[config.mk]
export PLATFORM = sky130hd
export DESIGN_NAME = alu_eight_op_with_flags_flat
export DESIGN_NICKNAME = d
export VERILOG_FILES = /design/src/rtl/core/alu8f_pkg.sv /design/src/rtl/core/alu8f_in_if.sv /design/src/rtl/core/alu8f_out_if.sv /design/src/rtl/core/alu8f_front.sv /design/src/rtl/core/alu8f_cell.sv /design/src/rtl/core/alu8f_flags.sv /design/src/rtl/core/alu_eight_op_with_flags.sv /design/src/flat_wrapper.sv
export SDC_FILE = /design/constraint.sdc
export NUM_CORES = 2
export LEC_CHECK = 0
export CAP_MARGIN = 40
export CORE_MARGIN = 2
export CORE_UTILIZATION = 60
export CTS_CLUSTER_SIZE = 40
export DETAILED_ROUTE_END_ITERATION = 6
export DONT_BUFFER_PORTS = 1
export PLACE_DENSITY = 0.74
export SYNTH_ARGS = -nofsm -noshare
export SYNTH_HDL_FRONTEND = slang
export SYNTH_SLANG_ARGS = --single-unit
[constraint.sdc]
create_clock -name clk_i -period 9.56 [get_ports clk_i]
set_input_delay 1.912 -clock clk_i [delete_from_list [all_inputs] [get_ports clk_i]]
set_output_delay 1.912 -clock clk_i [all_outputs]
set_load 0.005 [all_outputs]
[src/rtl/core/alu8f_pkg.sv]
// shared types and constants of the eight-operation alu
`timescale 1ns / 1ps

package alu8f_pkg;

  // default operand width
  localparam int DATA_WIDTH_DEF = 16;

  // width of the command field
  localparam int CMD_W = 3;

  // operation codes
  typedef enum logic [CMD_W-1:0] {
    CMD_AND  = 3'd0,
    CMD_OR   = 3'd1,
    CMD_XOR  = 3'd2,
    CMD_ROTR = 3'd3,
    CMD_ROTL = 3'd4,
    CMD_ADD  = 3'd5,
    CMD_MUL  = 3'd6,
    CMD_DIV  = 3'd7
  } cmd_e;

  // status flags of one result
  typedef struct packed {
    logic zero;
    logic carry;
    logic negative;
    logic overflow;
    logic underflow;
  } flags_t;

endpackage

[src/rtl/core/alu8f_in_if.sv]
// operation channel: two operands and a command with valid/ready handshake
`timescale 1ns / 1ps

interface alu8f_in_if #(
  parameter int DATA_WIDTH = alu8f_pkg::DATA_WIDTH_DEF
);
  import alu8f_pkg::*;

  logic                         valid;
  logic                         ready;
  logic signed [DATA_WIDTH-1:0] operand_a;
  logic signed [DATA_WIDTH-1:0] operand_b;
  logic        [CMD_W-1:0]      command;

  modport source (output valid, output operand_a, output operand_b, output command,
                  input ready);
  modport sink (input valid, input operand_a, input operand_b, input command,
                output ready);
endinterface

[src/rtl/core/alu8f_out_if.sv]
// result channel: wrapped result and five flags with valid/ready handshake
`timescale 1ns / 1ps

interface alu8f_out_if #(
  parameter int DATA_WIDTH = alu8f_pkg::DATA_WIDTH_DEF
);
  logic                         valid;
  logic                         ready;
  logic signed [DATA_WIDTH-1:0] result;
  logic                         zero_flag;
  logic                         carry_flag;
  logic                         negative_flag;
  logic                         overflow_flag;
  logic                         underflow_flag;

  modport source (output valid, output result, output zero_flag, output carry_flag,
                  output negative_flag, output overflow_flag, output underflow_flag,
                  input ready);
  modport sink (input valid, input result, input zero_flag, input carry_flag,
                input negative_flag, input overflow_flag, input underflow_flag,
                output ready);
endinterface

[src/rtl/core/alu8f_front.sv]
// operand setup ahead of the cell chain: logic ops, rotates, add, mul/div seeds
`timescale 1ns / 1ps

module alu8f_front #(
  parameter int DATA_WIDTH = alu8f_pkg::DATA_WIDTH_DEF
) (
  input  logic signed [DATA_WIDTH-1:0]                      operand_a_i,
  input  logic signed [DATA_WIDTH-1:0]                      operand_b_i,
  input  logic        [alu8f_pkg::CMD_W-1:0]                command_i,
  output logic        [5*DATA_WIDTH+alu8f_pkg::CMD_W-1:0]   work_o
);
  import alu8f_pkg::*;

  typedef struct packed {
    cmd_e                  cmd;
    logic [DATA_WIDTH-1:0] a;
    logic [DATA_WIDTH-1:0] b;
    logic [DATA_WIDTH-1:0] acc;
    logic [DATA_WIDTH-1:0] q;
    logic [DATA_WIDTH-1:0] d;
  } work_t;

  work_t                 work;
  logic [DATA_WIDTH-1:0] a_u;
  logic [DATA_WIDTH-1:0] b_u;
  logic [DATA_WIDTH-1:0] a_mag;
  logic [DATA_WIDTH-1:0] b_mag;

  assign a_u   = operand_a_i;
  assign b_u   = operand_b_i;
  // magnitudes for the divider, most negative value maps to itself unsigned
  assign a_mag = a_u[DATA_WIDTH-1] ? (~a_u + 1'b1) : a_u;
  assign b_mag = b_u[DATA_WIDTH-1] ? (~b_u + 1'b1) : b_u;

  // logic, rotate and add results finish here, mul and div get their seeds
  always_comb begin
    work     = '0;
    work.cmd = cmd_e'(command_i);
    work.a   = a_u;
    work.b   = b_u;
    unique case (work.cmd)
      CMD_AND:  work.acc = a_u & b_u;
      CMD_OR:   work.acc = a_u | b_u;
      CMD_XOR:  work.acc = a_u ^ b_u;
      CMD_ROTR: work.acc = {a_u[0], a_u[DATA_WIDTH-1:1]};
      CMD_ROTL: work.acc = {a_u[DATA_WIDTH-2:0], a_u[DATA_WIDTH-1]};
      CMD_ADD:  work.acc = a_u + b_u;
      CMD_MUL: begin
        work.q = b_u;
        work.d = a_u;
      end
      CMD_DIV: begin
        work.q = a_mag;
        work.d = b_mag;
      end
      default: work.acc = '0;
    endcase
  end

  assign work_o = work;

endmodule

[src/rtl/core/alu8f_cell.sv]
// one pipeline cell: a shift-add multiply bit or a restoring divide bit
`timescale 1ns / 1ps

module alu8f_cell #(
  parameter int DATA_WIDTH = alu8f_pkg::DATA_WIDTH_DEF
) (
  input  logic                                            clk_i,
  input  logic                                            rst_ni,
  input  logic                                            valid_i,
  input  logic [5*DATA_WIDTH+alu8f_pkg::CMD_W-1:0]        work_i,
  input  logic                                            ready_i,
  output logic                                            valid_o,
  output logic [5*DATA_WIDTH+alu8f_pkg::CMD_W-1:0]        work_o,
  output logic                                            ready_o
);
  import alu8f_pkg::*;

  typedef struct packed {
    cmd_e                  cmd;
    logic [DATA_WIDTH-1:0] a;
    logic [DATA_WIDTH-1:0] b;
    logic [DATA_WIDTH-1:0] acc;
    logic [DATA_WIDTH-1:0] q;
    logic [DATA_WIDTH-1:0] d;
  } work_t;

  work_t                 work_in;
  work_t                 work_d;
  work_t                 work_q;
  logic                  valid_q;
  logic [DATA_WIDTH-1:0] rem;

  assign work_in = work_i;

  // stage can load when empty or when its content moves on
  assign ready_o = !valid_q || ready_i;

  // partial remainder with the next dividend bit shifted in
  assign rem = {work_in.acc[DATA_WIDTH-2:0], work_in.q[DATA_WIDTH-1]};

  // one step of the iterative units, other ops pass through
  always_comb begin
    work_d = work_in;
    case (work_in.cmd)
      CMD_MUL: begin
        work_d.acc = work_in.acc + (work_in.q[0] ? work_in.d : '0);
        work_d.q   = work_in.q >> 1;
        work_d.d   = work_in.d << 1;
      end
      CMD_DIV: begin
        if (rem >= work_in.d) begin
          work_d.acc = rem - work_in.d;
          work_d.q   = {work_in.q[DATA_WIDTH-2:0], 1'b1};
        end else begin
          work_d.acc = rem;
          work_d.q   = {work_in.q[DATA_WIDTH-2:0], 1'b0};
        end
      end
      default: work_d = work_in;
    endcase
  end

  // stage occupancy
  always_ff @(posedge clk_i or negedge rst_ni) begin
    if (!rst_ni) begin
      valid_q <= 1'b0;
    end else if (ready_o) begin
      valid_q <= valid_i;
    end
  end

  // stage payload
  always_ff @(posedge clk_i) begin
    if (ready_o && valid_i) begin
      work_q <= work_d;
    end
  end

  assign valid_o = valid_q;
  assign work_o  = work_q;

endmodule

[src/rtl/core/alu8f_flags.sv]
// result select, quotient sign fix-up and flag rules behind the cell chain
`timescale 1ns / 1ps

module alu8f_flags #(
  parameter int DATA_WIDTH = alu8f_pkg::DATA_WIDTH_DEF
) (
  input  logic        [5*DATA_WIDTH+alu8f_pkg::CMD_W-1:0] work_i,
  output logic signed [DATA_WIDTH-1:0]                    result_o,
  output alu8f_pkg::flags_t                               flags_o
);
  import alu8f_pkg::*;

  typedef struct packed {
    cmd_e                  cmd;
    logic [DATA_WIDTH-1:0] a;
    logic [DATA_WIDTH-1:0] b;
    logic [DATA_WIDTH-1:0] acc;
    logic [DATA_WIDTH-1:0] q;
    logic [DATA_WIDTH-1:0] d;
  } work_t;

  work_t                 work;
  logic [DATA_WIDTH-1:0] res;
  logic                  div_zero;
  logic                  a_pos;
  logic                  a_neg;
  logic                  b_pos;
  logic                  b_neg;
  logic                  r_pos;
  logic                  r_neg;
  logic                  of;
  logic                  uf;

  assign work = work_i;

  // final result
  always_comb begin
    div_zero = 1'b0;
    res      = work.acc;
    if (work.cmd == CMD_DIV) begin
      div_zero = (work.b == '0);
      if (div_zero) begin
        res = '0;
      end else if (work.a[DATA_WIDTH-1] ^ work.b[DATA_WIDTH-1]) begin
        res = ~work.q + 1'b1;
      end else begin
        res = work.q;
      end
    end
  end

  // operand and result signs
  assign a_neg = work.a[DATA_WIDTH-1];
  assign b_neg = work.b[DATA_WIDTH-1];
  assign r_neg = res[DATA_WIDTH-1];
  assign a_pos = (work.a != '0) && !a_neg;
  assign b_pos = (work.b != '0) && !b_neg;
  assign r_pos = (res != '0) && !r_neg;

  // overflow and underflow by operation
  always_comb begin
    of = 1'b0;
    uf = 1'b0;
    case (work.cmd) inside
      CMD_AND, CMD_OR, CMD_XOR, CMD_ADD: begin
        of = a_pos && b_pos && r_neg;
        uf = a_neg && b_neg && r_pos;
      end
      CMD_ROTR, CMD_ROTL: begin
        of = a_pos && r_neg;
        uf = a_neg && r_pos;
      end
      CMD_MUL: begin
        if (a_pos && b_pos) begin
          of = ($signed(res) < $signed(work.a)) || ($signed(res) < $signed(work.b));
        end else if (a_pos && b_neg) begin
          uf = $signed(work.b) < $signed(res);
        end else if (a_neg && b_pos) begin
          uf = $signed(work.a) < $signed(res);
        end else if (a_neg && b_neg) begin
          uf = r_neg;
        end
      end
      CMD_DIV: begin
        of = div_zero;
        uf = div_zero;
      end
      default: begin
        of = 1'b0;
        uf = 1'b0;
      end
    endcase
  end

  assign flags_o.zero      = !div_zero && (res == '0);
  assign flags_o.negative  = !div_zero && r_neg;
  assign flags_o.carry     = (work.cmd == CMD_ADD) && ($signed(work.a) < $signed(res));
  assign flags_o.overflow  = of;
  assign flags_o.underflow = uf;
  assign result_o          = res;

endmodule

[src/rtl/core/alu_eight_op_with_flags.sv]
// Signed eight-operation ALU with zero, carry, negative, overflow, underflow.
//
// in_if carries operand_a, operand_b and command (and, or, xor, rotate right,
// rotate left, add, multiply low half, signed divide toward zero); a transfer
// happens on a rising edge with valid and ready high. out_if returns one
// result with its five flags per operation, in order.
// Every operation runs through a chain of DATA_WIDTH cells; each cell does
// one shift-add multiply bit or one restoring divide bit and passes the rest
// along; out_if.valid rises once the operation has been registered in all
// DATA_WIDTH cells; one operation is taken per cycle while the chain is not
// stalled by the receiver.
// The last cell register is the output stage; result and flags are decoded
// from it. Each cell loads when it is empty or its content moves on, so a
// stalled receiver only holds back the cells behind a waiting result and
// in_if.ready stays high while any cell in the chain is free.
// Reset clears all cell valid bits asynchronously; no result is pending after.
// Divide by zero gives result 0 with overflow and underflow set.
`timescale 1ns / 1ps

module alu_eight_op_with_flags #(
  parameter int DATA_WIDTH = alu8f_pkg::DATA_WIDTH_DEF
) (
  input  logic        clk_i,
  input  logic        rst_ni,
  alu8f_in_if.sink    in_if,
  alu8f_out_if.source out_if
);
  import alu8f_pkg::*;

  localparam int WORK_W = 5 * DATA_WIDTH + CMD_W;

  logic                         valid_c [DATA_WIDTH+1];
  logic                         rdy_c   [DATA_WIDTH+1];
  logic [WORK_W-1:0]            work_c  [DATA_WIDTH+1];
  logic signed [DATA_WIDTH-1:0] result;
  flags_t                       flags;

  // operand setup
  alu8f_front #(
    .DATA_WIDTH(DATA_WIDTH)
  ) u_front (
    .operand_a_i(in_if.operand_a),
    .operand_b_i(in_if.operand_b),
    .command_i  (in_if.command),
    .work_o     (work_c[0])
  );

  assign valid_c[0]          = in_if.valid;
  assign in_if.ready         = rdy_c[0];
  assign rdy_c[DATA_WIDTH]   = out_if.ready;

  // chain of cells
  for (genvar i = 0; i < DATA_WIDTH; i++) begin : g_cell
    alu8f_cell #(
      .DATA_WIDTH(DATA_WIDTH)
    ) u_cell (
      .clk_i  (clk_i),
      .rst_ni (rst_ni),
      .valid_i(valid_c[i]),
      .work_i (work_c[i]),
      .ready_i(rdy_c[i+1]),
      .valid_o(valid_c[i+1]),
      .work_o (work_c[i+1]),
      .ready_o(rdy_c[i])
    );
  end

  // result and flags from the last cell
  alu8f_flags #(
    .DATA_WIDTH(DATA_WIDTH)
  ) u_flags (
    .work_i  (work_c[DATA_WIDTH]),
    .result_o(result),
    .flags_o (flags)
  );

  assign out_if.valid          = valid_c[DATA_WIDTH];
  assign out_if.result         = result;
  assign out_if.zero_flag      = flags.zero;
  assign out_if.carry_flag     = flags.carry;
  assign out_if.negative_flag  = flags.negative;
  assign out_if.overflow_flag  = flags.overflow;
  assign out_if.underflow_flag = flags.underflow;

endmodule

[src/flat_wrapper.sv]
// flat-port wrapper written by rule: the top's interface ports become plain ports
module alu_eight_op_with_flags_flat import alu8f_pkg::*;
#(
  parameter int DATA_WIDTH = alu8f_pkg::DATA_WIDTH_DEF
)
  (clk_i, rst_ni, in_if_valid, in_if_operand_a, in_if_operand_b, in_if_command, in_if_ready, out_if_valid, out_if_result, out_if_zero_flag, out_if_carry_flag, out_if_negative_flag, out_if_overflow_flag, out_if_underflow_flag, out_if_ready);
  alu8f_in_if #(.DATA_WIDTH(DATA_WIDTH)) in_if_i ();
  alu8f_out_if #(.DATA_WIDTH(DATA_WIDTH)) out_if_i ();
  input  logic clk_i;
  input  logic rst_ni;
  input wire logic [$bits(in_if_i.valid)-1:0] in_if_valid;
  input wire logic [$bits(in_if_i.operand_a)-1:0] in_if_operand_a;
  input wire logic [$bits(in_if_i.operand_b)-1:0] in_if_operand_b;
  input wire logic [$bits(in_if_i.command)-1:0] in_if_command;
  output wire logic [$bits(in_if_i.ready)-1:0] in_if_ready;
  output wire logic [$bits(out_if_i.valid)-1:0] out_if_valid;
  output wire logic [$bits(out_if_i.result)-1:0] out_if_result;
  output wire logic [$bits(out_if_i.zero_flag)-1:0] out_if_zero_flag;
  output wire logic [$bits(out_if_i.carry_flag)-1:0] out_if_carry_flag;
  output wire logic [$bits(out_if_i.negative_flag)-1:0] out_if_negative_flag;
  output wire logic [$bits(out_if_i.overflow_flag)-1:0] out_if_overflow_flag;
  output wire logic [$bits(out_if_i.underflow_flag)-1:0] out_if_underflow_flag;
  input wire logic [$bits(out_if_i.ready)-1:0] out_if_ready;
  assign in_if_i.valid = in_if_valid;
  assign in_if_i.operand_a = in_if_operand_a;
  assign in_if_i.operand_b = in_if_operand_b;
  assign in_if_i.command = in_if_command;
  assign in_if_ready = in_if_i.ready;
  assign out_if_valid = out_if_i.valid;
  assign out_if_result = out_if_i.result;
  assign out_if_zero_flag = out_if_i.zero_flag;
  assign out_if_carry_flag = out_if_i.carry_flag;
  assign out_if_negative_flag = out_if_i.negative_flag;
  assign out_if_overflow_flag = out_if_i.overflow_flag;
  assign out_if_underflow_flag = out_if_i.underflow_flag;
  assign out_if_i.ready = out_if_ready;
  alu_eight_op_with_flags #(.DATA_WIDTH(DATA_WIDTH)) u_core (.clk_i(clk_i), .rst_ni(rst_ni), .in_if(in_if_i), .out_if(out_if_i));
endmodule
==> Word-level counts from Yosys, hierarchy flattened <==
Cells that the tools add are included.
{ "word_totals": {"output_inout_bits": 23, "input_bits": 39, "wordCells": 392, "regBits": 1328} }
{ "op_classes": {"muxes": 83, "n_bitwise": 7, "n_reduce_logical": 76, "add_sub_neg": 36, "n_lt_le_gt_ge": 20, "eq_ne": 44} }
{ "op_table": {"columns": ["operator", "count"], "rows": [
  ["32-bit one-hot mux with 2 select lines", 17],
  ["16-bit two-way mux", 36],
  ["32-bit two-way mux", 16],
  ["16-bit adder", 17],
  ["16-bit >= comparator", 16],
  ["16-bit subtractor", 16],
  ["3-bit equality test (second input constant)", 38],
  ["16-bit one-hot mux with 6 select lines", 1],
  ["16-bit < comparator", 4],
  ["16-bit by 1-bit adder with 16-bit output (second input constant)", 3],
  ["16-bit NOT", 3],
  ["16-bit nonzero test", 3],
  ["16-bit zero test", 2],
  ["1-bit logical AND", 30],
  ["1-bit zero test", 20],
  ["1-bit logical OR", 17],
  ["16-bit AND", 1],
  ["16-bit OR", 1],
  ["16-bit XOR", 1],
  ["1-bit two-way mux", 13],
  ["3-bit by 2-bit equality test with 1-bit output (second input constant)", 4],
  ["3-bit by 1-bit equality test with 1-bit output (second input constant)", 2],
  ["3-bit zero test", 2],
  ["4-bit OR reduction", 1],
  ["other kinds (2)", 2]
]} }

==> Depth between registers and ports, before layout <==
{ "depth": {"depth_word": 18, "mapped_depth": 23, "mapped_depth_nobuf": 23} }

==> Hierarchy <==
A second synthesis with hierarchy kept.
{ "unflattened": {"cells_unflattened": 8388, "area_unflattened_um2": 86011.2} }
{ "by_module_without_submodules": {"columns": ["mod", "area_each_um2", "instances", "seq_area_each_um2", "cells_per_inst"], "rows": [
  ["alu8f_cell at u_core.g_cell[0].u_cell ...", 5041.1, 7, 2517.4, 476],
  ["alu8f_cell at u_core.g_cell[3].u_cell ...", 5044.8, 5, 2517.4, 480],
  ["alu8f_cell at u_core.g_cell[8].u_cell ...", 5049.8, 2, 2517.4, 474],
  ["alu8f_cell at u_core.g_cell[11].u_cell", 5308.8, 1, 2517.4, 514],
  ["alu8f_cell at u_core.g_cell[2].u_cell", 5147.4, 1, 2517.4, 488],
  ["alu8f_front", 3037.9, 1, 0.0, 437],
  ["alu8f_flags", 1905.6, 1, 0.0, 269]
]} }

==> Least setup slack after synthesis <==
Ideal clock, no wire load.
{ "synth_path": {"path_type": "in2reg", "start": "input port out_if_ready", "end": "register u_core.g_cell[7].u_cell.work_q (netlist bit u_core.g_cell[7].u_cell.work_o[0]), enable pin", "path_slack_ps": 539, "arrival_ps": 8369, "required_ps": 8908, "cell_stages": 6, "setup_ps": 652, "path_cell_list": "nor2b_1 -> nand3_1 -> nor2_1 -> nand3_1 -> nor2_1 -> a21boi_0"} }
{ "synth_between": {"elab_chain_len": 10} }
{ "synth_rtl": {"columns": ["item", "line_no", "text"], "rows": [
  ["start: declaration", "flat_wrapper.sv:23", "input wire logic [$bits(out_if_i.ready)-1:0] out_if_ready;"],
  ["1-bit logical OR (9 in a row)", "alu8f_cell.sv:36", "assign ready_o = !valid_q || ready_i;"],
  ["1-bit logical AND", "alu8f_cell.sv:74", "if (ready_o && valid_i) begin"],
  ["end signal: assignment", "alu8f_cell.sv:75", "work_q <= work_d;"],
  ["end: declaration", "alu8f_cell.sv:29", "work_t work_q;"]
]} }
No other way between the ends.
A chain may end at the register's enable or synchronous reset.

==> Final worst setup path <==
{ "layout_path": {"start": "register u_core.g_cell[15].u_cell.work_q (netlist bit u_core.g_cell[15].u_cell.work_o[20])", "end": "output port out_if_overflow_flag"} }
{ "layout_between": {"elab_chain_len": 11, "elab_cells_between_ends": 14, "classes_between": "add/sub (1); order compare (2); mux (7); bitwise (1); reduce/logical (3)"} }
{ "layout_rtl": {"columns": ["item", "line_no", "text"], "rows": [
  ["start: declaration", "alu8f_cell.sv:29", null],
  ["start signal: assignment", "alu8f_cell.sv:75", null],
  ["16-bit NOT *", "alu8f_flags.sv:45", "res = ~work.q + 1'b1;"],
  ["16-bit by 1-bit adder with 16-bit output *", "alu8f_flags.sv:45", null],
  ["16-bit two-way mux *", "alu8f_flags.sv:44", "end else if (work.a[DATA_WIDTH-1] ^ work.b[DATA_WIDTH-1]) begin"],
  ["16-bit two-way mux *", "alu8f_flags.sv:42", "if (div_zero) begin"],
  ["16-bit two-way mux *", "alu8f_flags.sv:40", "if (work.cmd == CMD_DIV) begin"],
  ["named net out_if_result[11]", "flat_wrapper.sv:17", "output wire logic [$bits(out_if_i.result)-1:0] out_if_result;"],
  ["16-bit < comparator", "alu8f_flags.sv:75", "of = ($signed(res) < $signed(work.a)) || ($signed(res) < $signed(work.b));"],
  ["1-bit logical OR *", "alu8f_flags.sv:75", null],
  ["1-bit two-way mux *", "alu8f_flags.sv:74", "if (a_pos && b_pos) begin"],
  ["1-bit two-way mux * (3 in a row)", "alu8f_flags.sv:64", "case (work.cmd) inside"],
  ["end: declaration", "flat_wrapper.sv:21", "output wire logic [$bits(out_if_i.overflow_flag)-1:0] out_if_overflow_flag;"]
]} }
Mark *: on every way through the listed nets, which the timed path passes. The rest lies on a longest branch.

==> impl_metrics.ini <==
[logic_synthesis]
synth_edf_count = 1312
synth_seq_cells = 1328
ys_types = 91
synth_top_cell_area_share_pct = 48.3
synth_area_um2 = 81500
synth_top_cell_by_area = edfxtp_1
yosysWarnings = 0
syn-instance-count = 7859
synth.area.top_cells = edfxtp_1 48%, ha_1 8.6%, o21ai_0 5.7%
syn_avg_cell_area_um2 = 10.4
ys.flop_type = edfxtp_1
syn_nets = 8493
synthArstFlopShare_pct = 1.20
ys_seq_area_share_pct = 48.8

[placement]
postPlaceCellArea_um2 = 83500
post-place-ws_ns = 2.72
hpwl_um = 137000
dp.cells = 9429
gp_congestion = 0.936
io_buffers = 0

[cts]
cts_tree = yes
holdBufCountCts = 0
cts_max_level = 4
clock-sinks = 1328
cts-resized-gates = 0
cts_buffers = 139
insertion_delay_ns = 0.78
cts_setup_buffers = 0
cts.root.buffer_cell = clkbuf_16
clock_path_buffers = 3
clkTransAtPathRegs_ns = 0.06

[die]
io_pins = 62
coreArea_um2 = 135000
die_w_um = 373
initial_core_util_pct = 60.3
die_h_um = 373
placementRows = 135
die-area_um2 = 139000

[global_route]
grt_pass1_vias = 56800
grt_first_pass_wirelength_um = 297000
grt_overflow = 0
busiest_layer = met2
antenna_found_initial = 1
grt_max_degree = 109
use_met2_pct = 47.3
grt.met3_usage_pct = 3.27
grt.met1_usage_pct = 31.7
grt_use_total_pct = 26.2

[worst_setup_path]
cp_max_fo = 4
crit_path_frequent_cell = o21ai_0
endpoint_kind = output pin
reg2reg_depth = 15
r2r-end = u_core.g_cell[6].u_cell.work_o[46]
cp_slowest_cell = or4_1
crit_chain = or4_1 -> nor3_1 -> nand2_1 -> o41ai_1 -> xor2_1 -> o21ai_0 -> inv_1 -> ha_1 -> and3_1 -> nand4_1 -> nor3b_1 -> or3_1 -> o21ai_0 -> a21boi_0 -> o31ai_1 -> a21oi_1 -> a221oi_1 -> nor2_1
slowest_delay_ns = 0.59
rrSetupSlack_ns = 4.82
crit_type = register to output pin
cp-start-kind = register
reg2reg_from = u_core.g_cell[5].u_cell.work_o[31]
cp.required_ns = 7.65
cp.arrival_ns = 5.73

[routing]
route.detailed.drc = 0
first_iter_violations = 4544
first_pass_iters = 6
wirelength_um = 185000
ant_nets = 0
wl_per_cell_um = 19.2
via_per_inst = 6.07
vias = 58700

[pwr]
power_frac_seq_pct = 39.5
vdd_drop_max_v = 0.000158
leakage_uw = 0.0353
total_power_uw = 21900
comb_power_share_pct = 35.4
p_int_uw = 14200
powerDensity_nw_per_um2 = 248
p_clk_share_pct = 25.1
swShare_pct = 35.3
net-switching-power_uw = 7740

[timing]
setup_slack_ns = 1.92
final_max_slew_viol_count = 0
finalHoldViolations = 0
rsz0062_at_grt = false
setup_violations = 0
clock-skew-final_ns = 0.0281
fmax_mhz = 131
slew_headroom_pct = 38.2
period_share_pct = 79.9
worst_slew_pin_slew_ns = 0.921
fin_setup_tns_ns = 0
finalCriticalPeriod_ns = 7.64

[finish]
diodes = 0
n_fill_cell = 10300
fin_area_um2 = 88200
finalNonFillerCells = 9674
syn_to_final_growth_pct = 8.20
drive_gt1_share_pct = 5.21
fin_nets = 8423

[run]
maxCapViolCount = 0

[worst_hold_path]
worstHoldStart = u_core.g_cell[3].u_cell.work_o[66]
holdPathEnd = u_core.g_cell[4].u_cell.work_o[66]
holdPathStages = 0
hold_class = register to register

[outcome]
run_status = completed
==> cells by family (layout without fill, tap and decap cells) <==
| group | after synthesis | in the layout | synth area share [%] |
|---|---|---|---|
| flip-flops | 1328 | 1328 | 48.8 |
| AND/OR/NAND/NOR | 2203 | 2203 | 12.7 |
| buffers and inverters | 711 | 745 | 3.30 |
| AO/OA/AOI/OAI | 2222 | 2222 | 16.5 |
| multiplexers | 343 | 343 | 4.31 |
| XOR/XNOR | 457 | 457 | 4.91 |
| adder cells (fa/ha/maj) | 595 | 595 | 9.43 |
==> area by class of cell <==
class,count,area (um2),share of cell area [%]
Inverter,414,1550,1.76
Clock buffer,167,3580,4.06
Timing Repair Buffer,86,744,0.844
Multi-Input combinational cell,5820,39200,44.4
Tap cell,1781,2230,2.53
Clock inverter,78,1110,1.26
Sequential cell,1328,39800,45.1
==> power by group through the flow <==
stage	Sequential, uW	Combinational [uW]	Clock (uW)
final	8660	7750	5500
after global routing	8770	8700	5820
after CTS	8670	7700	5630
after detailed placement	8770	7630	0
after global placement	8760	7450	0
after floorplan	8370	6100	0
==> cells in the mapped netlist (15+ instances only) <==
library cell and n:
nor3_1 127, a21oi_1 450, nor2_1 412, o21a_1 40, nor3b_1 23, edfxtp_1 1312, o21bai_1 67, o31ai_1 24
a31o_2 15, o221ai_1 15, fa_1 33, buf_1 33, mux2i_1 314, xnor2_1 265, a211oi_1 60, mux2_2 20
ha_1 562, clkbuf_1 246, dfrtp_1 16, a211o_1 22, nand2_1 886, a2111oi_0 20, o22ai_1 23, a22oi_1 75
nor4_1 36, o21ai_1 26, and2_1 278, a221o_1 18, nand3_1 101, or3_1 34, o211ai_1 55, buf_2 17
o21ai_0 930, nand2b_1 69, or2_2 30, nand4_1 57, and3_1 44, o41ai_1 25, inv_1 414, a21o_1 177
nor2b_1 64, xor2_1 192, a31oi_1 64
==> worst max-delay path: cells and delay by family (launching register included) <==
family	cells	cell delay [ns]
DFF	1	0.42
xor gates and xnor gates	1	0.11
and+or+nand+nor	8	2.04
adders and majority gates	1	0.34
AOI/OAI and AO/OA	7	1.90
buffers and inverters	1	0.17
==> sequential cells by signal, indices dropped and copies added, names as in the netlist <==
register                      flops
u_core.g_cell.u_cell.valid_o     16
u_core.g_cell.u_cell.work_o    1312
==> routing by layer <==
metal / up-vias / wire length (um)
li1: 28800 / -
met1: 28100 / 76000
met2: 1404 / 94600
met3: 443 / 7570
met4: 0 / 7260
met5: - / 0
==> cell usage in the layout (no fill, tap or decap), types with 22 or more instances in the layout <==
cell type / count
a31oi_1: 60
edfxtp_1: 1312
nor2_1: 405
and2_1: 269
o21ai_0: 930
nand2_1: 886
o21bai_1: 67
fa_1: 33
nor3b_1: 23
o22ai_1: 23
xor2_1: 192
or2_2: 30
a21oi_1: 445
and3_1: 44
o211ai_1: 55
nand2b_1: 69
inv_1: 414
o21a_1: 40
a211o_1: 22
o21ai_1: 26
nor4_1: 36
o41ai_1: 25
buf_4: 78
nor3_1: 127
or3_1: 34
clkbuf_1: 28
ha_1: 562
clkbuf_16: 139
a211oi_1: 60
xnor2_1: 265
mux2i_1: 314
o31ai_1: 24
nand3_1: 101
a21o_1: 177
nand4_1: 57
a22oi_1: 75
nor2b_1: 59
==> per-stage QoR <==
step                      hold WS (ns)  util (%)
after floorplan                  0.400         -
after global placement           0.400      61.7
after detailed placement         0.405      61.8
after CTS                        0.388      65.3
after global routing             0.398      65.3
final                            0.400      65.3
==> how the worst max path moves through the flow <==
stage                                        startpoint                                  to  slack, ns  cells after the start
floorplan                                  out_if_ready   u_core.g_cell[7].u_cell.work_o[0]       0.54                      6
global placement                     in_if_operand_b[0]  u_core.g_cell[0].u_cell.work_o[46]       2.78                     21
detailed placement  u_core.g_cell[15].u_cell.work_o[20]                out_if_overflow_flag       2.72                     18
CTS                 u_core.g_cell[15].u_cell.work_o[20]                out_if_overflow_flag       1.84                     18
global route        u_core.g_cell[15].u_cell.work_o[20]                out_if_overflow_flag       1.35                     18
finish              u_core.g_cell[15].u_cell.work_o[20]                out_if_overflow_flag       1.92                     18
(Power assumes the default switching activity.)
